**src/hw/rtl/clti_pkg.sv**
```systemverilog
// Package for the core-local timer interruptor: beat types, request, region
// and status codes, and default parameter values. No dependencies.
package clti_pkg;

  localparam int HART_COUNT_DEF          = 4;
  localparam int SOFT_REGION_BASE_DEF    = 0;
  localparam int COMPARE_REGION_BASE_DEF = 16384;
  localparam int TIME_REG_BASE_DEF       = 49144;

  // Number of harts whose pending bits appear on the result beat.
  localparam int SHOWN_HARTS = 4;

  localparam logic [31:0] LOW_WORD = 32'hFFFF_FFFF;
  localparam logic [63:0] ALL_ONES = 64'hFFFF_FFFF_FFFF_FFFF;

  typedef enum logic [1:0] {
    REQ_TICK  = 2'd0,
    REQ_READ  = 2'd1,
    REQ_WRITE = 2'd2,
    REQ_RSVD  = 2'd3
  } req_e_t;

  typedef enum logic [1:0] {
    ST_OK   = 2'd0,
    ST_ERR  = 2'd1,
    ST_RO   = 2'd2,
    ST_RSVD = 2'd3
  } status_e_t;

  typedef enum logic [1:0] {
    RGN_NONE = 2'd0,
    RGN_SOFT = 2'd1,
    RGN_CMP  = 2'd2,
    RGN_TIME = 2'd3
  } region_e_t;

  typedef struct packed {
    logic [1:0]  req_type;
    logic [15:0] addr;
    logic        wide;
    logic [63:0] wdata;
  } in_item_t;

  typedef struct packed {
    logic [63:0] rdata;
    logic [1:0]  status;
    logic [3:0]  soft_pending;
    logic [3:0]  timer_pending;
  } out_item_t;

  // Result of the address decode for one register access.
  typedef struct packed {
    region_e_t region;
    logic      hi_half;
    logic      err;
  } dec_t;

endpackage

```
**src/hw/rtl/clti_decode.sv**
```systemverilog
// Address decoder for the core-local timer interruptor: region hit, hart
// index, half select and error checks. Depends on clti_pkg.
module clti_decode #(
  parameter int HART_COUNT          = clti_pkg::HART_COUNT_DEF,
  parameter int SOFT_REGION_BASE    = clti_pkg::SOFT_REGION_BASE_DEF,
  parameter int COMPARE_REGION_BASE = clti_pkg::COMPARE_REGION_BASE_DEF,
  parameter int TIME_REG_BASE       = clti_pkg::TIME_REG_BASE_DEF,
  localparam int HW = (HART_COUNT > 1) ? $clog2(HART_COUNT) : 1
) (
  input  logic [1:0]    req_type,
  input  logic [15:0]   addr,
  input  logic          wide,
  output clti_pkg::dec_t dec,
  output logic [HW-1:0] hart
);

  localparam int SOFT_END = SOFT_REGION_BASE + 4 * HART_COUNT;
  localparam int CMP_END  = COMPARE_REGION_BASE + 8 * HART_COUNT;
  localparam int TIME_END = TIME_REG_BASE + 8;

  localparam logic [17:0] SOFT_LO = SOFT_REGION_BASE[17:0];
  localparam logic [17:0] SOFT_HI = SOFT_END[17:0];
  localparam logic [17:0] CMP_LO  = COMPARE_REGION_BASE[17:0];
  localparam logic [17:0] CMP_HI  = CMP_END[17:0];
  localparam logic [17:0] TIME_LO = TIME_REG_BASE[17:0];
  localparam logic [17:0] TIME_HI = TIME_END[17:0];

  logic [17:0] addr_x;
  logic [15:0] soft_off;
  logic [15:0] cmp_off;
  logic [15:0] time_off;
  logic        soft_hit;
  logic        cmp_hit;
  logic        time_hit;
  logic        bad_req;

  assign addr_x   = {2'b00, addr};
  assign soft_off = addr - SOFT_REGION_BASE[15:0];
  assign cmp_off  = addr - COMPARE_REGION_BASE[15:0];
  assign time_off = addr - TIME_REG_BASE[15:0];
  assign soft_hit = (addr_x >= SOFT_LO) && (addr_x < SOFT_HI);
  assign cmp_hit  = (addr_x >= CMP_LO) && (addr_x < CMP_HI);
  assign time_hit = (addr_x >= TIME_LO) && (addr_x < TIME_HI);
  assign bad_req  = (req_type == clti_pkg::REQ_RSVD) || (addr[1:0] != 2'b00);

  // Regions are tried in a fixed order so that overlapping bases resolve
  // to the software bits first, then the compare values, then the counter.
  always_comb begin
    dec.region  = clti_pkg::RGN_NONE;
    dec.hi_half = 1'b0;
    dec.err     = 1'b1;
    hart        = '0;
    if (soft_hit) begin
      dec.region = clti_pkg::RGN_SOFT;
      dec.err    = wide;
      hart       = soft_off[HW+1:2];
    end else if (cmp_hit) begin
      dec.region  = clti_pkg::RGN_CMP;
      dec.err     = wide && (cmp_off[2:0] != 3'd0);
      dec.hi_half = cmp_off[2];
      hart        = cmp_off[HW+2:3];
    end else if (time_hit) begin
      dec.region  = clti_pkg::RGN_TIME;
      dec.err     = wide && (time_off[2:0] != 3'd0);
      dec.hi_half = time_off[2];
    end
    if (bad_req) begin
      dec.err = 1'b1;
    end
  end

endmodule

```
**src/hw/rtl/core_local_timer_interruptor_core.sv**
```systemverilog
// Top level of the core-local timer interruptor: input register, state
// update and result register. Depends on clti_pkg and clti_decode.

// Takes one beat per clock while the result side is not stalled: a timer
// tick, a register read or a register write, and returns exactly one result
// beat for each, after the beat has passed the input register and the result
// register. The register file (time counter, per-hart software bits and
// compare values) is updated between the input register and the result
// register. Each result carries the software and timer pending bits of harts
// 0 to 3 as they stand after that beat; a timer is pending while the time
// counter is at or above its compare value. Compare values come out of reset
// as all ones, so timers start disabled.
module core_local_timer_interruptor_core #(
  parameter int HART_COUNT          = clti_pkg::HART_COUNT_DEF,
  parameter int SOFT_REGION_BASE    = clti_pkg::SOFT_REGION_BASE_DEF,
  parameter int COMPARE_REGION_BASE = clti_pkg::COMPARE_REGION_BASE_DEF,
  parameter int TIME_REG_BASE       = clti_pkg::TIME_REG_BASE_DEF
) (
  input  logic                clk,
  input  logic                rst_n,
  input  logic                in_valid,
  output logic                in_ready,
  input  clti_pkg::in_item_t  in_item,
  output logic                out_valid,
  input  logic                out_ready,
  output clti_pkg::out_item_t out_item
);

  localparam int HW = (HART_COUNT > 1) ? $clog2(HART_COUNT) : 1;

  clti_pkg::in_item_t  in_q_r;
  logic                in_valid_r;
  clti_pkg::out_item_t out_q_r;
  clti_pkg::out_item_t out_q_nxt;
  logic                out_valid_r;

  logic [63:0]           time_r;
  logic [63:0]           time_nxt;
  logic [HART_COUNT-1:0] soft_r;
  logic [HART_COUNT-1:0] soft_nxt;
  logic [63:0]           cmp_r   [HART_COUNT];
  logic [63:0]           cmp_nxt [HART_COUNT];

  clti_pkg::dec_t dec;
  logic [HW-1:0]  hart;
  logic           advance;
  logic           is_tick;
  logic           is_write;
  logic           do_soft_wr;
  logic           do_cmp_wr;
  logic [63:0]    cmp_sel;
  logic [63:0]    rdata;
  logic [1:0]     status;
  logic [clti_pkg::SHOWN_HARTS-1:0] soft_pend;
  logic [clti_pkg::SHOWN_HARTS-1:0] tmr_pend;

  clti_decode #(
    .HART_COUNT          (HART_COUNT),
    .SOFT_REGION_BASE    (SOFT_REGION_BASE),
    .COMPARE_REGION_BASE (COMPARE_REGION_BASE),
    .TIME_REG_BASE       (TIME_REG_BASE)
  ) u_decode (
    .req_type (in_q_r.req_type),
    .addr     (in_q_r.addr),
    .wide     (in_q_r.wide),
    .dec      (dec),
    .hart     (hart)
  );

  // The held beat moves on whenever the result register is free or drained.
  assign advance   = in_valid_r && (!out_valid_r || out_ready);
  assign in_ready  = !in_valid_r || advance;
  assign out_valid = out_valid_r;
  assign out_item  = out_q_r;

  assign is_tick    = (in_q_r.req_type == clti_pkg::REQ_TICK);
  assign is_write   = (in_q_r.req_type == clti_pkg::REQ_WRITE);
  assign do_soft_wr = advance && is_write && !dec.err && (dec.region == clti_pkg::RGN_SOFT);
  assign do_cmp_wr  = advance && is_write && !dec.err && (dec.region == clti_pkg::RGN_CMP);
  assign cmp_sel    = cmp_r[hart];

  always_comb begin
    time_nxt = time_r;
    if (advance && is_tick) begin
      time_nxt = time_r + 64'd1;
    end
  end

  always_comb begin
    for (int h = 0; h < HART_COUNT; h++) begin
      soft_nxt[h] = soft_r[h];
      cmp_nxt[h]  = cmp_r[h];
      if (do_soft_wr && (hart == HW'(h))) begin
        soft_nxt[h] = in_q_r.wdata[0];
      end
      if (do_cmp_wr && (hart == HW'(h))) begin
        if (in_q_r.wide) begin
          cmp_nxt[h] = in_q_r.wdata;
        end else if (dec.hi_half) begin
          cmp_nxt[h] = {in_q_r.wdata[31:0], cmp_r[h][31:0]};
        end else begin
          cmp_nxt[h] = {cmp_r[h][63:32], in_q_r.wdata[31:0]};
        end
      end
    end
  end

  always_comb begin
    rdata  = '0;
    status = clti_pkg::ST_OK;
    if (!is_tick) begin
      if (dec.err) begin
        status = clti_pkg::ST_ERR;
      end else if (is_write) begin
        if (dec.region == clti_pkg::RGN_TIME) begin
          status = clti_pkg::ST_RO;
        end
      end else begin
        case (dec.region)
          clti_pkg::RGN_SOFT: rdata = {63'd0, soft_r[hart]};
          clti_pkg::RGN_CMP: begin
            if (in_q_r.wide) begin
              rdata = cmp_sel;
            end else if (dec.hi_half) begin
              rdata = {32'd0, cmp_sel[63:32]};
            end else begin
              rdata = {32'd0, cmp_sel[31:0] & clti_pkg::LOW_WORD};
            end
          end
          clti_pkg::RGN_TIME: begin
            if (in_q_r.wide) begin
              rdata = time_r;
            end else if (dec.hi_half) begin
              rdata = {32'd0, time_r[63:32]};
            end else begin
              rdata = {32'd0, time_r[31:0] & clti_pkg::LOW_WORD};
            end
          end
          default: rdata = '0;
        endcase
      end
    end
  end

  for (genvar g = 0; g < clti_pkg::SHOWN_HARTS; g++) begin : g_pend
    if (g < HART_COUNT) begin : g_live
      assign soft_pend[g] = soft_nxt[g];
      assign tmr_pend[g]  = (time_nxt >= cmp_nxt[g]);
    end else begin : g_absent
      assign soft_pend[g] = 1'b0;
      assign tmr_pend[g]  = 1'b0;
    end
  end

  always_comb begin
    out_q_nxt.rdata         = rdata;
    out_q_nxt.status        = status;
    out_q_nxt.soft_pending  = soft_pend;
    out_q_nxt.timer_pending = tmr_pend;
  end

  always_ff @(posedge clk) begin
    if (!rst_n) begin
      in_valid_r  <= 1'b0;
      out_valid_r <= 1'b0;
      time_r      <= '0;
      soft_r      <= '0;
      for (int h = 0; h < HART_COUNT; h++) begin
        cmp_r[h] <= clti_pkg::ALL_ONES;
      end
    end else begin
      if (in_ready) begin
        in_valid_r <= in_valid;
      end
      if (advance) begin
        out_valid_r <= 1'b1;
      end else if (out_ready) begin
        out_valid_r <= 1'b0;
      end
      time_r <= time_nxt;
      soft_r <= soft_nxt;
      for (int h = 0; h < HART_COUNT; h++) begin
        cmp_r[h] <= cmp_nxt[h];
      end
    end
  end

  always_ff @(posedge clk) begin
    if (in_valid && in_ready) begin
      in_q_r <= in_item;
    end
    if (advance) begin
      out_q_r <= out_q_nxt;
    end
  end

endmodule

```
**config.mk**
```make
export PLATFORM = sky130hd
export DESIGN_NAME = core_local_timer_interruptor_core
export DESIGN_NICKNAME = d
export VERILOG_FILES = /design/src/hw/rtl/clti_pkg.sv /design/src/hw/rtl/clti_decode.sv /design/src/hw/rtl/core_local_timer_interruptor_core.sv
export SDC_FILE = /design/constraint.sdc
export NUM_CORES = 1
export LEC_CHECK = 0
export ABC_AREA = 1
export BUFFER_PORTS_ARGS = -buffer_cell sky130_fd_sc_hd__buf_4
export CELL_PAD_IN_SITES_DETAIL_PLACEMENT = 2
export CELL_PAD_IN_SITES_GLOBAL_PLACEMENT = 2
export CORE_UTILIZATION = 40
export DETAILED_ROUTE_END_ITERATION = 16
export GPL_ROUTABILITY_DRIVEN = 0
export PLACE_DENSITY = 0.88
export SYNTH_ARGS = -nofsm -noshare
export SYNTH_HDL_FRONTEND = slang
export SYNTH_HIERARCHICAL = 1
export SYNTH_SLANG_ARGS = --single-unit
```
**constraint.sdc**
```tcl
create_clock -name clk -period 8.55 [get_ports clk]
set_input_delay 0.4275 -clock clk [delete_from_list [all_inputs] [get_ports clk]]
set_output_delay 0.4275 -clock clk [all_outputs]
set_load 0.01 [all_outputs]
```
Word-level counts from Yosys, hierarchy flattened
Memories as Yosys holds them, arrays and structs flattened. Cells that the tools add are included.

Register bits: 227. Memory bits (writable): 256. Input port bits: 87. Word-level logic and storage cells: 118. Memories kept: 1.

Memory list: cmp_r (words 4, bits a word 64, read ports 5, clocked after Yosys merged registers in 0, wr ports 4, RTL line core_local_timer_interruptor_core.sv:41) `logic [63:0] cmp_r [HART_COUNT];`.

Add/sub/neg operators: 3. Magnitude comparators: 11. Eq/ne operators: 8. Muxes and demuxes: 43. Bitwise operators: 5. Reductions and logical operators: 34.

Operator list (number): 64-bit two-way mux (19); 64-bit greater-or-equal comparator (4); 64-bit one-hot mux with 3 select lines (1); 64-bit by 1-bit adder with 64-bit output, second input constant (1); 32-bit two-way mux (2); 1-bit logical AND (20); 16-bit by 1-bit greater-or-equal comparator with 1-bit output, second input constant (1); 16-bit by 15-bit greater-or-equal comparator with 1-bit output, second input constant (1); 16-bit greater-or-equal comparator, second input constant (1); 16-bit by 15-bit less-than comparator with 1-bit output, second input constant (1); 16-bit less-than comparator, second input constant (1); 16-bit by 5-bit less-than comparator with 1-bit output, second input constant (1); 1-bit two-way mux (14); 2-bit == test, second input constant (6); 2-bit two-way mux (4); 4-bit two-way mux (2); 3-bit nonzero test (2); 3-bit OR reduction (2); 5-bit by 1-bit subtractor with 5-bit output, second input constant (1); 2-bit by 1-bit == test with 1-bit output, second input constant (2); 2-bit zero test (2); 1-bit bitwise OR (4); 2-bit nonzero test (2); 1-bit zero test (3); other kinds (5) (7).

Longest topological paths before layout
Depth in word-level cells: 13. Mapped depth: 32. Mapped depth without buffers: 30.

Hierarchy
The synthesis kept the hierarchy.

Modules (own cells, without submodules): core_local_timer_interruptor_core (instances 1, cells each 3303, area each 26975.9 um^2, sequential area each 11240.8 um^2); clti_decode (instances 1, cells each 39, area each 190.2 um^2, sequential area each 0.0 um^2).

Worst setup path after synthesis
Ideal clock, no wire load.

Path kind: register -> register. Start: register in_q_r[74] (netlist bit). End: register out_q_r, in the netlist out_item[1] (data pin). Arrival time: 3.578 ns. Setup slack: 4.710 ns. Cell stages (with the launch flop): 28. Buffers on the path: 2. Period minus slack after synthesis: 3.840 ns. Path through: edfxtp_1 > nor2_1 > nand2_1 > nor2_4 > nand2_2 > o21ai_1 > inv_1 > nand2_1 > inv_2 > nand3_1 > clkinv_1 > nand2_1 > buf_2 > buf_4 > mux2i_1 > ha_1 > nand2_1 > inv_1 > a221oi_1 > nand4_1 > nand4_1 > nand2_1 > nand2_1 > nand2_1 > nand2_1 > nand2_1 > nand3_1 > nand3_1.

RTL lines: start: declaration (RTL line core_local_timer_interruptor_core.sv:31) `clti_pkg::in_item_t in_q_r;`; start signal: assignment (RTL line core_local_timer_interruptor_core.sv:190) `in_q_r <= in_item;`; end signal: assignment (RTL line core_local_timer_interruptor_core.sv:193) `out_q_r <= out_q_nxt;`; end: declaration (RTL line core_local_timer_interruptor_core.sv:33) `clti_pkg::out_item_t out_q_r;`.

==> reports/qor.yml <==
grt_util_all_layers: 0.432
synth_area_leaders: "dfxtp_1 (24%), edfxtp_1 (17%), ha_1 (12%), nand2_1 (11%), a21oi_1 (5.1%)"
drt_iter0_drc: 3065
synth_top_family_by_area: "simple AND/OR/NAND/NOR gates"
worstPathArrival_ns: 8.35
power_density_mw_per_mm2: 163
r2r_start: "in_q_r[74]$_DFFE_PP_"
route.met2.wl_mm: 67.7
placed_area_mm2: 0.0293
drive_above_1_share: 0.108
synthAdderAreaFrac: 0.117
min_from: "out_ready"
holdPathEnd: "out_valid$_SDFFE_PN0P_"
antenna_found_initial: 19
fmax_mhz: 127
htree_levels: 2
yosysTopAreaCellShare: 0.240
post_cts_resize_count: 0
min_period_ns: 7.87
finalNetCount: 3888
antenna_left: 0
synth_simple_gate_area_share: 0.188
synth_most_common_cell: "nand2_1"
clock_skew_ns: 0.0384
reg2reg_depth: 20
synth_compound_area_frac: 0.173
finalHoldViolCount: 0
synth_mux_area_frac: 0.0228
hold_buffers: 83
cp-startpoint: "in_q_r[74]$_DFFE_PP_"
synth_nets: 3683
grt_max_degree: 96
postCtsSetupRepairBufs: 0
synth.avg_cell_area_um2: 8.13
synth-edff-count: 157
synth_area_leader_cell: "dfxtp_1"
required_ns: 9.02
drc: 0
synth-main-ff-cell: "dfxtp_1"
highest_layer: "met5"
synth-xor-area-share: 0.0164
vdd_ir_drop_max_uv: 155
seq_area_frac_synth: 0.414
hold_class: "input port to flop"
cts_buffers: 56
viasPerCell: 6.48
clk_pin_slew_worst_paths_ns: 0.07
setup_viol: 0
slew-limit-headroom: -0.0873
port_buffers: 162
end_kind: "flop"
synth.distinct_cells: 60
m1WireLength_mm: 54.5
leakagePower_uw: 0.0148
cp_max_fo: 44
die_x_um: 263
ys_seq_elements: 483
postSynthCellCount: 3342
r2r_end: "out_item[0]$_DFFE_PP_"
critPathKind: "flop to flop"
drt-wirelength-per-cell_um: 33.9
violations: "slew limit"
dr.pass1.iters: 5
utilization: 0.476
grt_pass1_vias: 31700
num_vias: 29000
synth_warnings: 6
chipHeight_um: 263
wl_met3_mm: 16.1
cts_tree: "done"
ios: 163
grt_pass1_wl_mm: 219
clock_latency_ns: 0.65
regToRegSetupSlack_ns: 0.68
whs_path_depth: 4
clkSinkCount: 483
fillCellCount: 7298
floorplan.initialDensity: 0.405
num_rows: 95
overflow: 0
worstMarginPinSlew_ns: 1.63
dieArea_mm2: 0.0690
syn_to_final_growth_pct: 17.7
synth_async_sr_flop_share: 0
wl_mm: 152
ctsRootBufferMaster: "clkbuf_16"
start_kind: "flop"
maxSlewViolCount: 2
status: "complete, but fails checks"
post-route-period-util: 0.921
synthTopCellsByCount: "nand2_1 (778), inv_1 (333), dfxtp_1 (326), a21oi_1 (277), ha_1 (254)"
synth_area_mm2: 0.0272
tns_ns: 0
cap_violations: 0
hpwl_mm: 105
fin_area_mm2: 0.0320
grt_setup_unrepaired: "no"
coreArea_mm2: 0.0672
cts_max_path_buffers: 3
## logic make-up after synthesis
logic type               Yosys count
AND/OR/NAND/NOR                 1203
AO/OA/AOI/OAI                    796
buffers and inverters            493
flip-flops                       483
adder cells (fa/ha/maj)          254
multiplexers                      62
XOR/XNOR                          51
## power breakdown
group	switching (uW)	internal, uW	total, uW	leakage (uW)
Combinational	144	84.5	228	0.00975
Clock	1130	1380	2520	0.000898
Sequential	51.1	2410	2460	0.00417
Total	1330	3870	5200	0.0148
## state kept, by name, summed over array words and instances, names as in the netlist
register,flops
soft_r,4
time_r,64
cmp_r,256
out_valid,1
in_q_r,83
in_valid_r,1
out_item,74
## layout by cell type, fill, tap and decap left out, types with 20 or more instances in the layout
| master | netlist | layout |
|---|---|---|
| a211oi_1 | 20 | 20 |
| a21oi_1 | 277 | 277 |
| a221oi_1 | 20 | 20 |
| a22oi_1 | 41 | 41 |
| buf_4 | 2 | 210 |
| clkbuf_16 | 0 | 57 |
| clkinv_2 | 0 | 21 |
| dfxtp_1 | 326 | 326 |
| dlygate4sd3_1 | 0 | 83 |
| edfxtp_1 | 157 | 157 |
| ha_1 | 254 | 254 |
| inv_1 | 333 | 330 |
| mux2i_1 | 62 | 62 |
| nand2_1 | 778 | 774 |
| nand3_1 | 62 | 62 |
| nand4_1 | 46 | 46 |
| nor2_1 | 178 | 175 |
| nor3_1 | 43 | 43 |
| o211ai_1 | 27 | 27 |
| o21a_1 | 28 | 28 |
| o21ai_0 | 221 | 221 |
| o22ai_1 | 83 | 83 |
| or2_2 | 22 | 22 |
| xor2_1 | 49 | 49 |
## critical path, stage by stage (launching register included)
cell	delay [ns]
edfxtp_1	0.41
nor2_1	0.15
nand2_1	0.11
nor2_4	0.16
nand2_2	0.12
nand3_1	0.12
nand3_1	0.09
inv_1	0.08
nand3_1	0.30
nor2_1	0.37
nand2_1	0.25
nor2_2	0.96
nand2_2	1.05
o21ai_0	0.74
ha_1	0.26
nand4_1	0.16
nor3_1	0.42
nand4_1	0.35
nor4b_1	1.19
nand3_1	0.18
nand4_1	0.19
## per-layer routing
layer / global-route usage / vias up
met5: 0 / -
met4: 0.324 / 18
met3: 0.118 / 717
met2: 0.692 / 1978
met1: 0.492 / 14300
li1: - / 11900
## final cells by class
cell class              count  area (um2)  share of cell area
multi-input cells        2366       14100               0.441
flip-flops and latches    483       11200               0.352
repair buffers            294        2420              0.0757
clock buffers              64        1470              0.0461
inverters                 346        1300              0.0407
well taps                 873        1090              0.0342
clock inverters            42         339              0.0106
diodes                      6        15.0            0.000470
## worst max-delay path by stage
stage / endpoint / slack (ns) / cells past startpoint
2_1_floorplan: out_item[1]$_DFFE_PP_ / 4.71 / 27
4_1_cts: out_item[0]$_DFFE_PP_ / 1.23 / 21
3_5_place_dp: out_item[0]$_DFFE_PP_ / 1.37 / 21
6_report: out_item[0]$_DFFE_PP_ / 0.68 / 20
5_1_grt: out_item[0]$_DFFE_PP_ / 0.82 / 20
3_3_place_gp: out_item[0]$_DFFE_PP_ / 1.62 / 20
## through the flow
stage          total power (uW)  instances  setup WS, ns  hold slack (ns)
2_1_floorplan              2550       3342          4.71            0.447
6_report                   5200       4474         0.675            0.137
3_5_place_dp               2690       4279          1.37            0.492
5_1_grt                    5270       4468         0.821            0.152
4_1_cts                    5170       4468          1.23            0.121
3_3_place_gp               2670       4279          1.62            0.460
Note: power is estimated with default switching activity, not from simulation.
